--- config.mk ---
export PLATFORM = sky130hd
export DESIGN_NAME = sha1_byte_stream_hasher
export DESIGN_NICKNAME = d
export VERILOG_FILES = /design/src/hdl/sha1bsh_pkg.sv /design/src/hdl/sha1_byte_stream_hasher.sv /design/src/hdl/sha1bsh_dp.sv /design/src/hdl/sha1bsh_ctrl.sv
export SDC_FILE = /design/constraint.sdc
export NUM_CORES = 2
export LEC_CHECK = 0
export ABC_AREA = 1
export BUFFER_PORTS_ARGS = -buffer_cell sky130_fd_sc_hd__buf_2
export CAP_MARGIN = 20
export CORE_MARGIN = 2
export CORE_UTILIZATION = 58
export DETAILED_ROUTE_END_ITERATION = 8
export PLACE_DENSITY = 0.83
export SLEW_MARGIN = 20
export SYNTH_ARGS = -nofsm -noshare
export SYNTH_HDL_FRONTEND = slang
export SYNTH_SLANG_ARGS = --single-unit
--- constraint.sdc ---
create_clock -name clk -period 13.6 [get_ports clk]
set_input_delay 1.36 -clock clk [delete_from_list [all_inputs] [get_ports clk]]
set_output_delay 1.36 -clock clk [all_outputs]
set_load 0.05 [all_outputs]
--- src/hdl/sha1bsh_pkg.sv ---
// ----------------------------------------------------------------------------
// sha1bsh_pkg
// Types, command/status structs and SHA-1 constants for the byte stream hasher.
// ----------------------------------------------------------------------------
package sha1bsh_pkg;

  // input beat command
  typedef enum logic {
    CMD_ABSORB = 1'b0,
    CMD_FINISH = 1'b1
  } cmd_t;

  // input beat payload
  typedef struct packed {
    cmd_t       command;
    logic [7:0] data_byte;
  } msg_t;

  // output beat payload
  typedef struct packed {
    logic [31:0] digest_word;
    logic [2:0]  word_index;
    logic        last_word;
  } digest_t;

  // round groups of 20 rounds each
  typedef enum logic [1:0] {
    PH_CH   = 2'd0,
    PH_PAR1 = 2'd1,
    PH_MAJ  = 2'd2,
    PH_PAR2 = 2'd3
  } phase_t;

  // source of a byte shifted into the block buffer
  typedef enum logic [1:0] {
    SRC_DATA = 2'd0,
    SRC_PAD  = 2'd1,
    SRC_ZERO = 2'd2,
    SRC_LEN  = 2'd3
  } byte_src_t;

  // controller to datapath commands
  typedef struct packed {
    logic      push;
    byte_src_t src;
    logic      count;
    logic      load_work;
    logic      round;
    phase_t    phase;
    logic      final_add;
    logic      emit;
    logic [2:0] word_sel;
    logic      clear;
  } dp_cmd_t;

  // datapath to controller status
  typedef struct packed {
    logic fill_last;
    logic fill_len;
    logic out_free;
  } dp_stat_t;

  localparam int unsigned HASH_WORDS    = 5;
  localparam logic [2:0]  LAST_WORD_IDX = 3'd4;
  localparam logic [5:0]  LEN_POS       = 6'd56;
  localparam logic [5:0]  LAST_POS      = 6'd63;
  localparam logic [7:0]  PAD_BYTE      = 8'h80;
  localparam logic [4:0]  GROUP_LAST    = 5'd19;
  localparam logic [63:0] BITS_PER_BYTE = 64'd8;

  // initial chaining value
  function automatic logic [31:0] init_word(input logic [2:0] idx);
    logic [31:0] w;
    case (idx)
      3'd0:    w = 32'h67452301;
      3'd1:    w = 32'hefcdab89;
      3'd2:    w = 32'h98badcfe;
      3'd3:    w = 32'h10325476;
      3'd4:    w = 32'hc3d2e1f0;
      default: w = 32'h0;
    endcase
    return w;
  endfunction

  // round constant per group
  function automatic logic [31:0] round_k(input phase_t ph);
    logic [31:0] k;
    case (ph)
      PH_CH:   k = 32'h5a827999;
      PH_PAR1: k = 32'h6ed9eba1;
      PH_MAJ:  k = 32'h8f1bbcdc;
      PH_PAR2: k = 32'hca62c1d6;
      default: k = 32'h0;
    endcase
    return k;
  endfunction

endpackage

--- src/hdl/sha1_byte_stream_hasher.sv ---
// ----------------------------------------------------------------------------
// sha1_byte_stream_hasher
// SHA-1 over a byte stream: absorb beats add message bytes, a finish beat pads
// the message and returns the five digest words H0..H4 as five output beats.
// ----------------------------------------------------------------------------
// The hasher takes an absorb beat whenever it is idle. The beat that completes
// a 64-byte block starts a compression that holds msg_stall: the round unit
// does one of the 80 rounds per cycle, then a final step adds the result into
// the chaining value. A finish beat shifts the padding and length bytes in at
// one byte per cycle (9 to 72 bytes), compresses one or two blocks, and then
// presents the digest words one per cycle as the output side takes them. After
// the fifth word is loaded the hasher is back in its initial state and accepts
// the next message while that word may still wait in the output register.
module sha1_byte_stream_hasher (
  input  logic                 clk,
  input  logic                 rst,
  input  logic                 msg_valid,
  output logic                 msg_stall,
  input  sha1bsh_pkg::msg_t    msg,
  output logic                 digest_valid,
  input  logic                 digest_stall,
  output sha1bsh_pkg::digest_t digest
);

  sha1bsh_pkg::dp_cmd_t  cmd;
  sha1bsh_pkg::dp_stat_t stat;

  // sequencer
  sha1bsh_ctrl u_ctrl (
    .clk       (clk),
    .rst       (rst),
    .msg_valid (msg_valid),
    .msg_stall (msg_stall),
    .command   (msg.command),
    .stat      (stat),
    .cmd       (cmd)
  );

  // buffer, rounds and output register
  sha1bsh_dp u_dp (
    .clk          (clk),
    .rst          (rst),
    .msg          (msg),
    .cmd          (cmd),
    .stat         (stat),
    .digest_valid (digest_valid),
    .digest_stall (digest_stall),
    .digest       (digest)
  );

endmodule

--- src/hdl/sha1bsh_dp.sv ---
// ----------------------------------------------------------------------------
// sha1bsh_dp
// Datapath: block buffer / message schedule shift line, round unit, chaining
// value, bit counter and the digest output register.
// ----------------------------------------------------------------------------
module sha1bsh_dp (
  input  logic                 clk,
  input  logic                 rst,
  input  sha1bsh_pkg::msg_t    msg,
  input  sha1bsh_pkg::dp_cmd_t cmd,
  output sha1bsh_pkg::dp_stat_t stat,
  output logic                 digest_valid,
  input  logic                 digest_stall,
  output sha1bsh_pkg::digest_t digest
);

  logic [511:0] wbuf;
  logic [31:0]  h [sha1bsh_pkg::HASH_WORDS];
  logic [5:0]   fill;
  logic [63:0]  bit_count;
  logic [31:0]  a, b, c, d, e;

  logic [7:0]   len_byte;
  logic [7:0]   push_byte;
  logic [31:0]  w0, w2, w8, w13, wmix, wnew;
  logic [31:0]  f, t;

  // length byte for buffer positions 56..63, most significant first
  assign len_byte = bit_count[{~fill[2:0], 3'b000} +: 8];

  // byte source select
  always_comb begin
    case (cmd.src)
      sha1bsh_pkg::SRC_DATA: push_byte = msg.data_byte;
      sha1bsh_pkg::SRC_PAD:  push_byte = sha1bsh_pkg::PAD_BYTE;
      sha1bsh_pkg::SRC_ZERO: push_byte = 8'h00;
      sha1bsh_pkg::SRC_LEN:  push_byte = len_byte;
      default:               push_byte = 8'h00;
    endcase
  end

  // schedule taps, oldest word at the top of the shift line
  assign w0   = wbuf[511:480];
  assign w2   = wbuf[447:416];
  assign w8   = wbuf[255:224];
  assign w13  = wbuf[95:64];
  assign wmix = w13 ^ w8 ^ w2 ^ w0;
  assign wnew = {wmix[30:0], wmix[31]};

  // round function
  always_comb begin
    case (cmd.phase)
      sha1bsh_pkg::PH_CH:  f = (b & c) | (~b & d);
      sha1bsh_pkg::PH_MAJ: f = (b & c) | (b & d) | (c & d);
      default:             f = b ^ c ^ d;
    endcase
  end

  assign t = {a[26:0], a[31:27]} + f + e + sha1bsh_pkg::round_k(cmd.phase) + w0;

  // buffer bytes in, then one schedule word per round
  always_ff @(posedge clk) begin
    if (cmd.push) begin
      wbuf <= {wbuf[503:0], push_byte};
    end else if (cmd.round) begin
      wbuf <= {wbuf[479:0], wnew};
    end
  end

  // working variables
  always_ff @(posedge clk) begin
    if (cmd.load_work) begin
      a <= h[0];
      b <= h[1];
      c <= h[2];
      d <= h[3];
      e <= h[4];
    end else if (cmd.round) begin
      e <= d;
      d <= c;
      c <= {b[1:0], b[31:2]};
      b <= a;
      a <= t;
    end
  end

  // chaining value
  always_ff @(posedge clk) begin
    if (rst || cmd.clear) begin
      for (int i = 0; i < sha1bsh_pkg::HASH_WORDS; i++) begin
        h[i] <= sha1bsh_pkg::init_word(3'(i));
      end
    end else if (cmd.final_add) begin
      h[0] <= h[0] + a;
      h[1] <= h[1] + b;
      h[2] <= h[2] + c;
      h[3] <= h[3] + d;
      h[4] <= h[4] + e;
    end
  end

  // fill position and message length
  always_ff @(posedge clk) begin
    if (rst || cmd.clear) begin
      fill      <= '0;
      bit_count <= '0;
    end else begin
      if (cmd.push) begin
        fill <= fill + 6'd1;
      end
      if (cmd.count) begin
        bit_count <= bit_count + sha1bsh_pkg::BITS_PER_BYTE;
      end
    end
  end

  // digest output register
  always_ff @(posedge clk) begin
    if (rst) begin
      digest_valid <= 1'b0;
    end else if (cmd.emit) begin
      digest_valid <= 1'b1;
    end else if (!digest_stall) begin
      digest_valid <= 1'b0;
    end
  end

  always_ff @(posedge clk) begin
    if (cmd.emit) begin
      digest.digest_word <= h[cmd.word_sel];
      digest.word_index  <= cmd.word_sel;
      digest.last_word   <= (cmd.word_sel == sha1bsh_pkg::LAST_WORD_IDX);
    end
  end

  // status back to the controller
  assign stat.fill_last = (fill == sha1bsh_pkg::LAST_POS);
  assign stat.fill_len  = (fill == sha1bsh_pkg::LEN_POS);
  assign stat.out_free  = !digest_valid || !digest_stall;

endmodule

--- src/hdl/sha1bsh_ctrl.sv ---
// ----------------------------------------------------------------------------
// sha1bsh_ctrl
// Controller: accepts beats, sequences the 80 rounds, the padding bytes and
// the five digest words.
// ----------------------------------------------------------------------------
module sha1bsh_ctrl (
  input  logic                  clk,
  input  logic                  rst,
  input  logic                  msg_valid,
  output logic                  msg_stall,
  input  sha1bsh_pkg::cmd_t     command,
  input  sha1bsh_pkg::dp_stat_t stat,
  output sha1bsh_pkg::dp_cmd_t  cmd
);

  typedef enum logic [4:0] {
    S_IDLE  = 5'b00001,
    S_ROUND = 5'b00010,
    S_FINAL = 5'b00100,
    S_PAD   = 5'b01000,
    S_EMIT  = 5'b10000
  } state_t;

  state_t              state, state_next;
  logic                finishing, finishing_next;
  logic                len_phase, len_phase_next;
  sha1bsh_pkg::phase_t phase, phase_next;
  logic [4:0]          sub, sub_next;
  logic [2:0]          widx, widx_next;

  assign msg_stall = (state != S_IDLE);

  // next state and commands
  always_comb begin
    cmd            = '0;
    cmd.phase      = phase;
    cmd.word_sel   = widx;
    state_next     = state;
    finishing_next = finishing;
    len_phase_next = len_phase;
    widx_next      = widx;
    unique case (state)
      S_IDLE: begin
        if (msg_valid) begin
          cmd.push = 1'b1;
          if (command == sha1bsh_pkg::CMD_ABSORB) begin
            cmd.src   = sha1bsh_pkg::SRC_DATA;
            cmd.count = 1'b1;
          end else begin
            cmd.src        = sha1bsh_pkg::SRC_PAD;
            finishing_next = 1'b1;
            state_next     = S_PAD;
          end
          if (stat.fill_last) begin
            cmd.load_work = 1'b1;
            state_next    = S_ROUND;
          end
        end
      end
      S_ROUND: begin
        cmd.round = 1'b1;
        if (phase == sha1bsh_pkg::PH_PAR2 && sub == sha1bsh_pkg::GROUP_LAST) begin
          state_next = S_FINAL;
        end
      end
      S_FINAL: begin
        cmd.final_add = 1'b1;
        if (!finishing) begin
          state_next = S_IDLE;
        end else if (len_phase) begin
          state_next = S_EMIT;
        end else begin
          state_next = S_PAD;
        end
      end
      S_PAD: begin
        cmd.push = 1'b1;
        // length field starts at position 56 of the final block
        if (len_phase || stat.fill_len) begin
          cmd.src        = sha1bsh_pkg::SRC_LEN;
          len_phase_next = 1'b1;
        end else begin
          cmd.src = sha1bsh_pkg::SRC_ZERO;
        end
        if (stat.fill_last) begin
          cmd.load_work = 1'b1;
          state_next    = S_ROUND;
        end
      end
      S_EMIT: begin
        if (stat.out_free) begin
          cmd.emit  = 1'b1;
          widx_next = widx + 3'd1;
          if (widx == sha1bsh_pkg::LAST_WORD_IDX) begin
            cmd.clear      = 1'b1;
            widx_next      = '0;
            finishing_next = 1'b0;
            len_phase_next = 1'b0;
            state_next     = S_IDLE;
          end
        end
      end
      default: begin
        state_next = S_IDLE;
      end
    endcase
  end

  // round counters: 20 rounds per group, four groups
  always_comb begin
    phase_next = sha1bsh_pkg::PH_CH;
    sub_next   = '0;
    if (state == S_ROUND) begin
      if (sub == sha1bsh_pkg::GROUP_LAST) begin
        phase_next = sha1bsh_pkg::phase_t'(phase + 2'd1);
      end else begin
        phase_next = phase;
        sub_next   = sub + 5'd1;
      end
    end
  end

  always_ff @(posedge clk) begin
    if (rst) begin
      state     <= S_IDLE;
      finishing <= 1'b0;
      len_phase <= 1'b0;
      phase     <= sha1bsh_pkg::PH_CH;
      sub       <= '0;
      widx      <= '0;
    end else begin
      state     <= state_next;
      finishing <= finishing_next;
      len_phase <= len_phase_next;
      phase     <= phase_next;
      sub       <= sub_next;
      widx      <= widx_next;
    end
  end

endmodule

### Word-level counts from Yosys, hierarchy flattened

Memories as Yosys holds them, arrays and structs flattened. A register that Yosys moved wholly into a read port is not among the register bits.
Cells that the tools add are included.

* flip-flop bits (word level): 764
* input port bits: 13
* word-level logic and storage cells: 161
* memory bits (writable): 160
* memories kept: 1

Memories
* u_dp.h: words 5, bits a word 32, rd ports 6, clocked after Yosys merged registers in 1, write ports 5, RTL line sha1bsh_dp.sv:18 `logic [31:0] h [sha1bsh_pkg::HASH_WORDS];`

* add/subtract/negate cells: 14
* bitwise operators: 20
* shifts and indexed selects: 1
* mux-type cells: 65
* reductions and logical operators: 18
* equality and inequality tests: 25

Operators by type and width (number)
* 2-to-1 mux 512 bit: 2
* 2-to-1 mux 32 bit: 20
* adder 32 bit: 9
* bitwise XOR 32 bit: 5
* bitwise AND 32 bit: 4
* case mux 32 bit (4 select lines): 1
* bitwise OR 32 bit: 3
* adder 64 x 4 -> 64 bit (second input constant): 1
* case mux 32 bit (2 select lines): 1
* variable part select 64 x 7 -> 8 bit: 1
* 2-to-1 mux 5 bit: 10
* inverter 32 bit: 1
* case mux 8 bit (4 select lines): 1
* case mux 5 bit (5 select lines): 1
* 2-to-1 mux 1 bit: 24
* == test 6 bit (second input constant): 2
* == test 5 bit (second input constant): 2
* == test 2 bit (second input constant): 4
* inequality test 2 x 1 -> 1 bit (second input constant): 4
* inequality test 2 bit (second input constant): 4
* nonzero test 2 bit: 4
* adder 6 x 1 -> 6 bit (second input constant): 1
* case mux 1 bit (2 select lines): 3
* case mux 3 bit (2 select lines): 1
* other kinds (25): 34

### Longest topological paths before layout

* word-level depth: 10
* gate-level depth with buffers: 25
* gate-level depth less buffers: 24

### By module

A second synthesis with hierarchy kept.

* cell total of the unflattened synthesis: 7221
* area, all modules: 58284.6 um^2

Modules (own cells, without submodules)
* sha1bsh_dp: cells an instance 7096, seq. area each 27426.3 um^2, area an instance 57367.5 um^2, instances 1
* sha1bsh_ctrl: cells an instance 125, seq. area each 340.3 um^2, area an instance 917.1 um^2, instances 1

### Least setup slack after synthesis

Ideal clock, no wire load.

* path type: input port to flip-flop
* from: input port msg_valid
* to: register u_dp.wbuf[0] (enable)
* slack: -0.303 ns
* data required time: 9.930 ns
* library setup time: 3.670 ns
* data arrival time: 10.233 ns
* buffers on the path: 2
* stages: 6
* cells stage by stage: nand4_2 > nand2_4 > inv_2 > buf_2 > buf_2 > nand2_1

* cells in the longest elaborated chain, start to end: 3

Ends and longest elaborated chain
* from (decl): RTL line sha1_byte_stream_hasher.sv:17 `input logic msg_valid,`
* 2-to-1 mux 5 bit: RTL line sha1bsh_ctrl.sv:44 `if (msg_valid) begin`
* case mux 3 bit (2 select lines): RTL line sha1bsh_ctrl.sv:42 `unique case (state)`
* nonzero test 2 bit (no source line)
* to (signal assigned): RTL line sha1bsh_dp.sv:64 `wbuf <= {wbuf[503:0], push_byte};`
* to (signal assigned): RTL line sha1bsh_dp.sv:66 `wbuf <= {wbuf[479:0], wnew};`
* to (decl): RTL line sha1bsh_dp.sv:17 `logic [511:0] wbuf;`

No other way between the ends.
A chain may end at the register's enable or synchronous reset.

### Worst setup path after layout

* from: register u_ctrl.phase[0]
* to: register u_dp.a[25], data pin

* cells in the longest elaborated chain, start to end: 8
* elaborated cells on any way between the ends: 12
* classes of those cells: 4 x add/sub; 3 x eq/ne; 4 x mux; 1 x reduce/logical

Ends and longest elaborated chain
* from (decl): RTL line sha1bsh_ctrl.sv:27 `sha1bsh_pkg::phase_t phase, phase_next;`
* from (signal assigned): RTL line sha1bsh_ctrl.sv:128 `phase <= sha1bsh_pkg::PH_CH;`
* from (signal assigned): RTL line sha1bsh_ctrl.sv:135 `phase <= phase_next;`
* == test 2 bit / zero test 2 bit (equally long branches): RTL line sha1bsh_pkg.sv:88, sha1bsh_dp.sv:52
* case mux 32 bit (2 select lines): RTL line sha1bsh_dp.sv:52 `case (cmd.phase)`
* adder 32 bit (2 in series): RTL line sha1bsh_dp.sv:59 `assign t = {a[26:0], a[31:27]} + f + e + sha1bsh_pkg::round_k(cmd.phase) + w0;`
* adder 32 bit (*) (2 in series): RTL line sha1bsh_dp.sv:59
* 2-to-1 mux 32 bit (*): RTL line sha1bsh_dp.sv:78 `end else if (cmd.round) begin`
* 2-to-1 mux 32 bit (*): RTL line sha1bsh_dp.sv:72 `if (cmd.load_work) begin`
* to (signal assigned): RTL line sha1bsh_dp.sv:73 `a <= h[0];`
* to (signal assigned): RTL line sha1bsh_dp.sv:83 `a <= t;`
* to (decl): RTL line sha1bsh_dp.sv:21 `logic [31:0] a, b, c, d, e;`

Mark *: on every way between the ends. The rest lies on a longest branch, timed or not. The select of a mux whose other input is x is not followed.

==> parameters.txt <==
Parameter                              Value

Yosys
  Area contributors post-synth    edfxtp_1 (44%), nand2_1 (18%), inv_1 (4.6%), ha_1 (4.3%), fa_1 (4.3%)
  Number of instances in the synthesized netlist    7245
  Flip-flop cell with the highest count after synthesis    edfxtp_1
  Share of flip-flops with an asynchronous set or reset after synthesis    0
  Area share of the leading cell type in the synthesized netlist    0.443
  Number of synthesized flops with an enable pin    868
  YS warnings    0
  Average size of a mapped cell    8.12 µm²
  Sequential cell area fraction in the yosys report    0.472
  Summed instance area of the synthesized netlist    0.0588 mm²
  Number of library cell types mapped by synthesis    50
  Net count after synthesis    7586
  Number of synthesized register bits    953
  Post-synthesis cell type with the largest combined area    edfxtp_1

CTS
  PostCTS Resize Cnt    0
  CTS tree    done
  Number of H-tree levels    3
  Clk_lat worst skew    0.73 ns
  Post-CTS setup-driven buffer insertion count    0
  Clk sinks    953
  Maximum buffer depth of the clock tree    3
  Number of buffers inserted for hold repair after clock tree synthesis    0
  CTS Root Buffer Type    clkbuf_16
  Post-CTS clock slew at the launch and capture registers of the worst setup and hold paths    0.06 ns
  Number of clock buffers inserted by TritonCTS    104

Routing
  Detail-routed via count per cell    5.85
  Post-detailed-route DRC marker count    0
  Wire per inst    21.3 µm
  Vias    50.6k
  Routed Wire Length    184 mm
  Number of search-and-repair iterations in the first detailed-routing pass    6
  First-iteration detailed-routing DRC count    6830
  Antenna viol nets, final    0

Run status
  Status    finished clean

Min path
  Hold_sp    u_ctrl.sub[0]$_SDFF_PP0_
  Worst hold path stage count    1
  Destination of the worst hold path    u_ctrl.sub[0]$_SDFF_PP0_
  Class of the worst hold path    register to register

Final layout
  Layout Cell Area excl Fill    0.0633 mm²
  Most used cells in the layout excluding fill and tap cells    nand2_1 (2751), edfxtp_1 (868), inv_1 (721)
  Filler cell count in the final layout    8496
  Most frequent standard cell in the layout excluding fill and tap cells    nand2_1
  Synth-to-Final Area Change    7.63%
  Total number of nets in the final design    7542
  Fraction of layout cells with a size suffix above 1    0.0377

Die
  Top-level port count    51
  Die width    323 µm
  Die outline height    323 µm
  Total die area    0.104 mm²
  Starting density of the core    0.587
  Row cnt    116
  Core ar.    0.100 mm²

STA
  Slew Limit Headroom    0.141
  Crit path time final    5.76 ns
  Total Negative Setup Slacks    0 ns
  Setup-violating endpoint count in the final report    0
  Period utilisation layout    0.424
  Clk_skew    0.0479 ns
  Worst slew pin tran    1.29 ns
  Final number of max-transition violations    0
  Count of final hold-check violations    0
  Highest attainable clock frequency    174 MHz
  Setup repair after global routing missed its margin    false

Power and ir drop
  VDD IR-drop max    0.222 mV
  Total internal power    6.67 mW
  Total power per unit cell area    162 mW/mm²
  Switching power summed over all nets    3.58 mW
  Sequential power share    0.459
  PnR Total Power    10.2 mW
  Leakage power    26.7 nW
  Fraction of power consumed by combinational cells    0.266
  Power share of the clock group    0.275
  Switching power as a share of total power    0.349

Setup path
  Register-to-register setup slack    7.84 ns
  Kind of start point of the critical path    register
  Kind of capture point of the worst setup path    register
  Worst-case reg-to-reg path depth    25
  Max FO, Critical Path    38
  Data required time of the critical path    14.06 ns
  Worst reg2reg endpoint    u_dp.a[25]$_DFFE_PP_
  Worst R2R Start    u_ctrl.phase[0]$_SDFFE_PP0N_
  Worst EP arrival    6.22 ns
  Class of the most critical setup path    register to register

GRT
  Via count of the first global-routing pass    46.7k
  Global-route wire length before repair    277 mm
  Antenna violations before repair    5
  Total track usage    0.352
  Final global-route overflow total    0
  Pin count of the biggest net entering global routing    227

Place
  Area after detailed placement    0.0600 mm²
  Final weighted congestion in routability-driven placement    1.05
  HPWL after DPL    137 mm
  Port-buffer cells    50

Run
  Total of max-cap violations    0
-- power groups by stage --
stage                     registers [mW]  logic, mW  clock network, mW
final                               4.70       2.73               2.81
after global routing                4.77       3.08               2.94
after CTS                           4.69       2.72               2.83
after detailed placement            4.74       2.69                  0
after global placement              4.72       2.62                  0
after floorplan                     4.73       2.02                  0
-- cell type report --
cell class,count,area [µm²],share of cell area
inverters,730,2750,0.0434
clock buffers,129,2710,0.0427
well taps,1357,1700,0.0268
repair buffers,80,500,0.00790
multi-input cells,5332,27300,0.431
clock inverters,64,617,0.00974
flip-flops and latches,953,27800,0.438
diodes,3,7.51,0.000119
-- registers in the layout (all words and copies together), names as in the netlist, 6 cells and up --
name / flops
u_dp.a: 32
u_dp.b: 32
u_dp.bit_count: 61
u_dp.wbuf: 512
u_dp.h: 160
u_dp.fill: 6
u_dp.d: 32
u_dp.digest: 36
u_dp.e: 32
u_dp.c: 32
-- cell families after synthesis --
logic type | share of synthesized area
simple gates | 0.254
compound gates | 0.0983
buf+inv | 0.0655
flops | 0.472
fa+ha+maj | 0.0857
xor+xnor | 0.0247
-- stage by stage --
stage	hold slack [ns]	std cells	setup WS (ns)	util
after floorplan	0.418	7245	4.87	-
after global placement	0.429	8452	7.85	0.598
after detailed placement	0.440	8452	7.81	0.598
after CTS	0.448	8645	7.96	0.631
after global routing	0.480	8645	7.47	0.631
final	0.447	8648	7.84	0.632
-- synthesized netlist by cell type (2+ instances only) --
library cell / number
a31oi_1: 50
a2bb2oi_1: 3
a21o_1: 12
inv_1: 722
nor2_1: 565
or2_2: 13
and2_1: 9
nand3_1: 296
a21boi_0: 4
o21ai_1: 24
inv_2: 6
nand3b_1: 19
a221oi_1: 12
nor4_1: 7
o211ai_1: 38
clkinv_1: 2
nand4_2: 2
nor2_2: 5
xnor2_1: 114
nand2b_1: 3
nand2_2: 2
nand2_1: 2754
o21bai_1: 37
clkbuf_1: 61
nand3_2: 2
buf_4: 18
nor3b_1: 3
ha_1: 203
edfxtp_1: 868
a22oi_1: 19
nor3_1: 47
and3_1: 2
a21oi_1: 422
fa_1: 125
o21ai_0: 419
xor2_1: 52
buf_1: 5
o21a_1: 18
nand4_1: 41
dfxtp_1: 85
buf_2: 146
a21boi_1: 2
-- how the worst max path moves through the flow --
stage / from / end / slack, ns / depth (start not counted)
floorplan: msg_valid / u_dp.wbuf[0]$_DFFE_PP_ / 4.87 / 6
global route: u_ctrl.phase[0]$_SDFFE_PP0N_ / u_dp.a[25]$_DFFE_PP_ / 7.47 / 25
detailed placement: msg_valid / u_dp.wbuf[195]$_DFFE_PP_ / 7.81 / 7
CTS: u_ctrl.phase[0]$_SDFFE_PP0N_ / u_dp.a[22]$_DFFE_PP_ / 7.96 / 22
finish: u_ctrl.phase[0]$_SDFFE_PP0N_ / u_dp.a[25]$_DFFE_PP_ / 7.84 / 25
global placement: msg_valid / u_dp.wbuf[163]$_DFFE_PP_ / 7.85 / 7
-- critical path: stages (launching register included) --
cell and delay, ns:
dfxtp_1 0.41, inv_1 0.12, ha_1 0.21, buf_4 0.28
nor2_2 0.58, buf_4 0.37, a22oi_1 0.10, nand2_1 0.10
fa_1 0.40, inv_1 0.09, fa_1 0.45, fa_1 0.47
inv_1 0.08, ha_1 0.22, inv_1 0.07, fa_1 0.39
inv_1 0.16, nand3_1 0.10, nand3_1 0.19, nand2_1 0.07
nand2_1 0.18, nand3_1 0.13, nand3_1 0.11, nand2_1 0.05
nand3_1 0.06, nand2_1 0.06
-- metal layers --
metal  track usage  share of wire  up-vias
met5             0        0.00013        -
met4         0.177          0.058        4
met3        0.0785           0.11      456
met2         0.521           0.43     2623
met1         0.489           0.40    23800
li1              -              -    23700
Note: power is estimated with default switching activity, not from simulation.
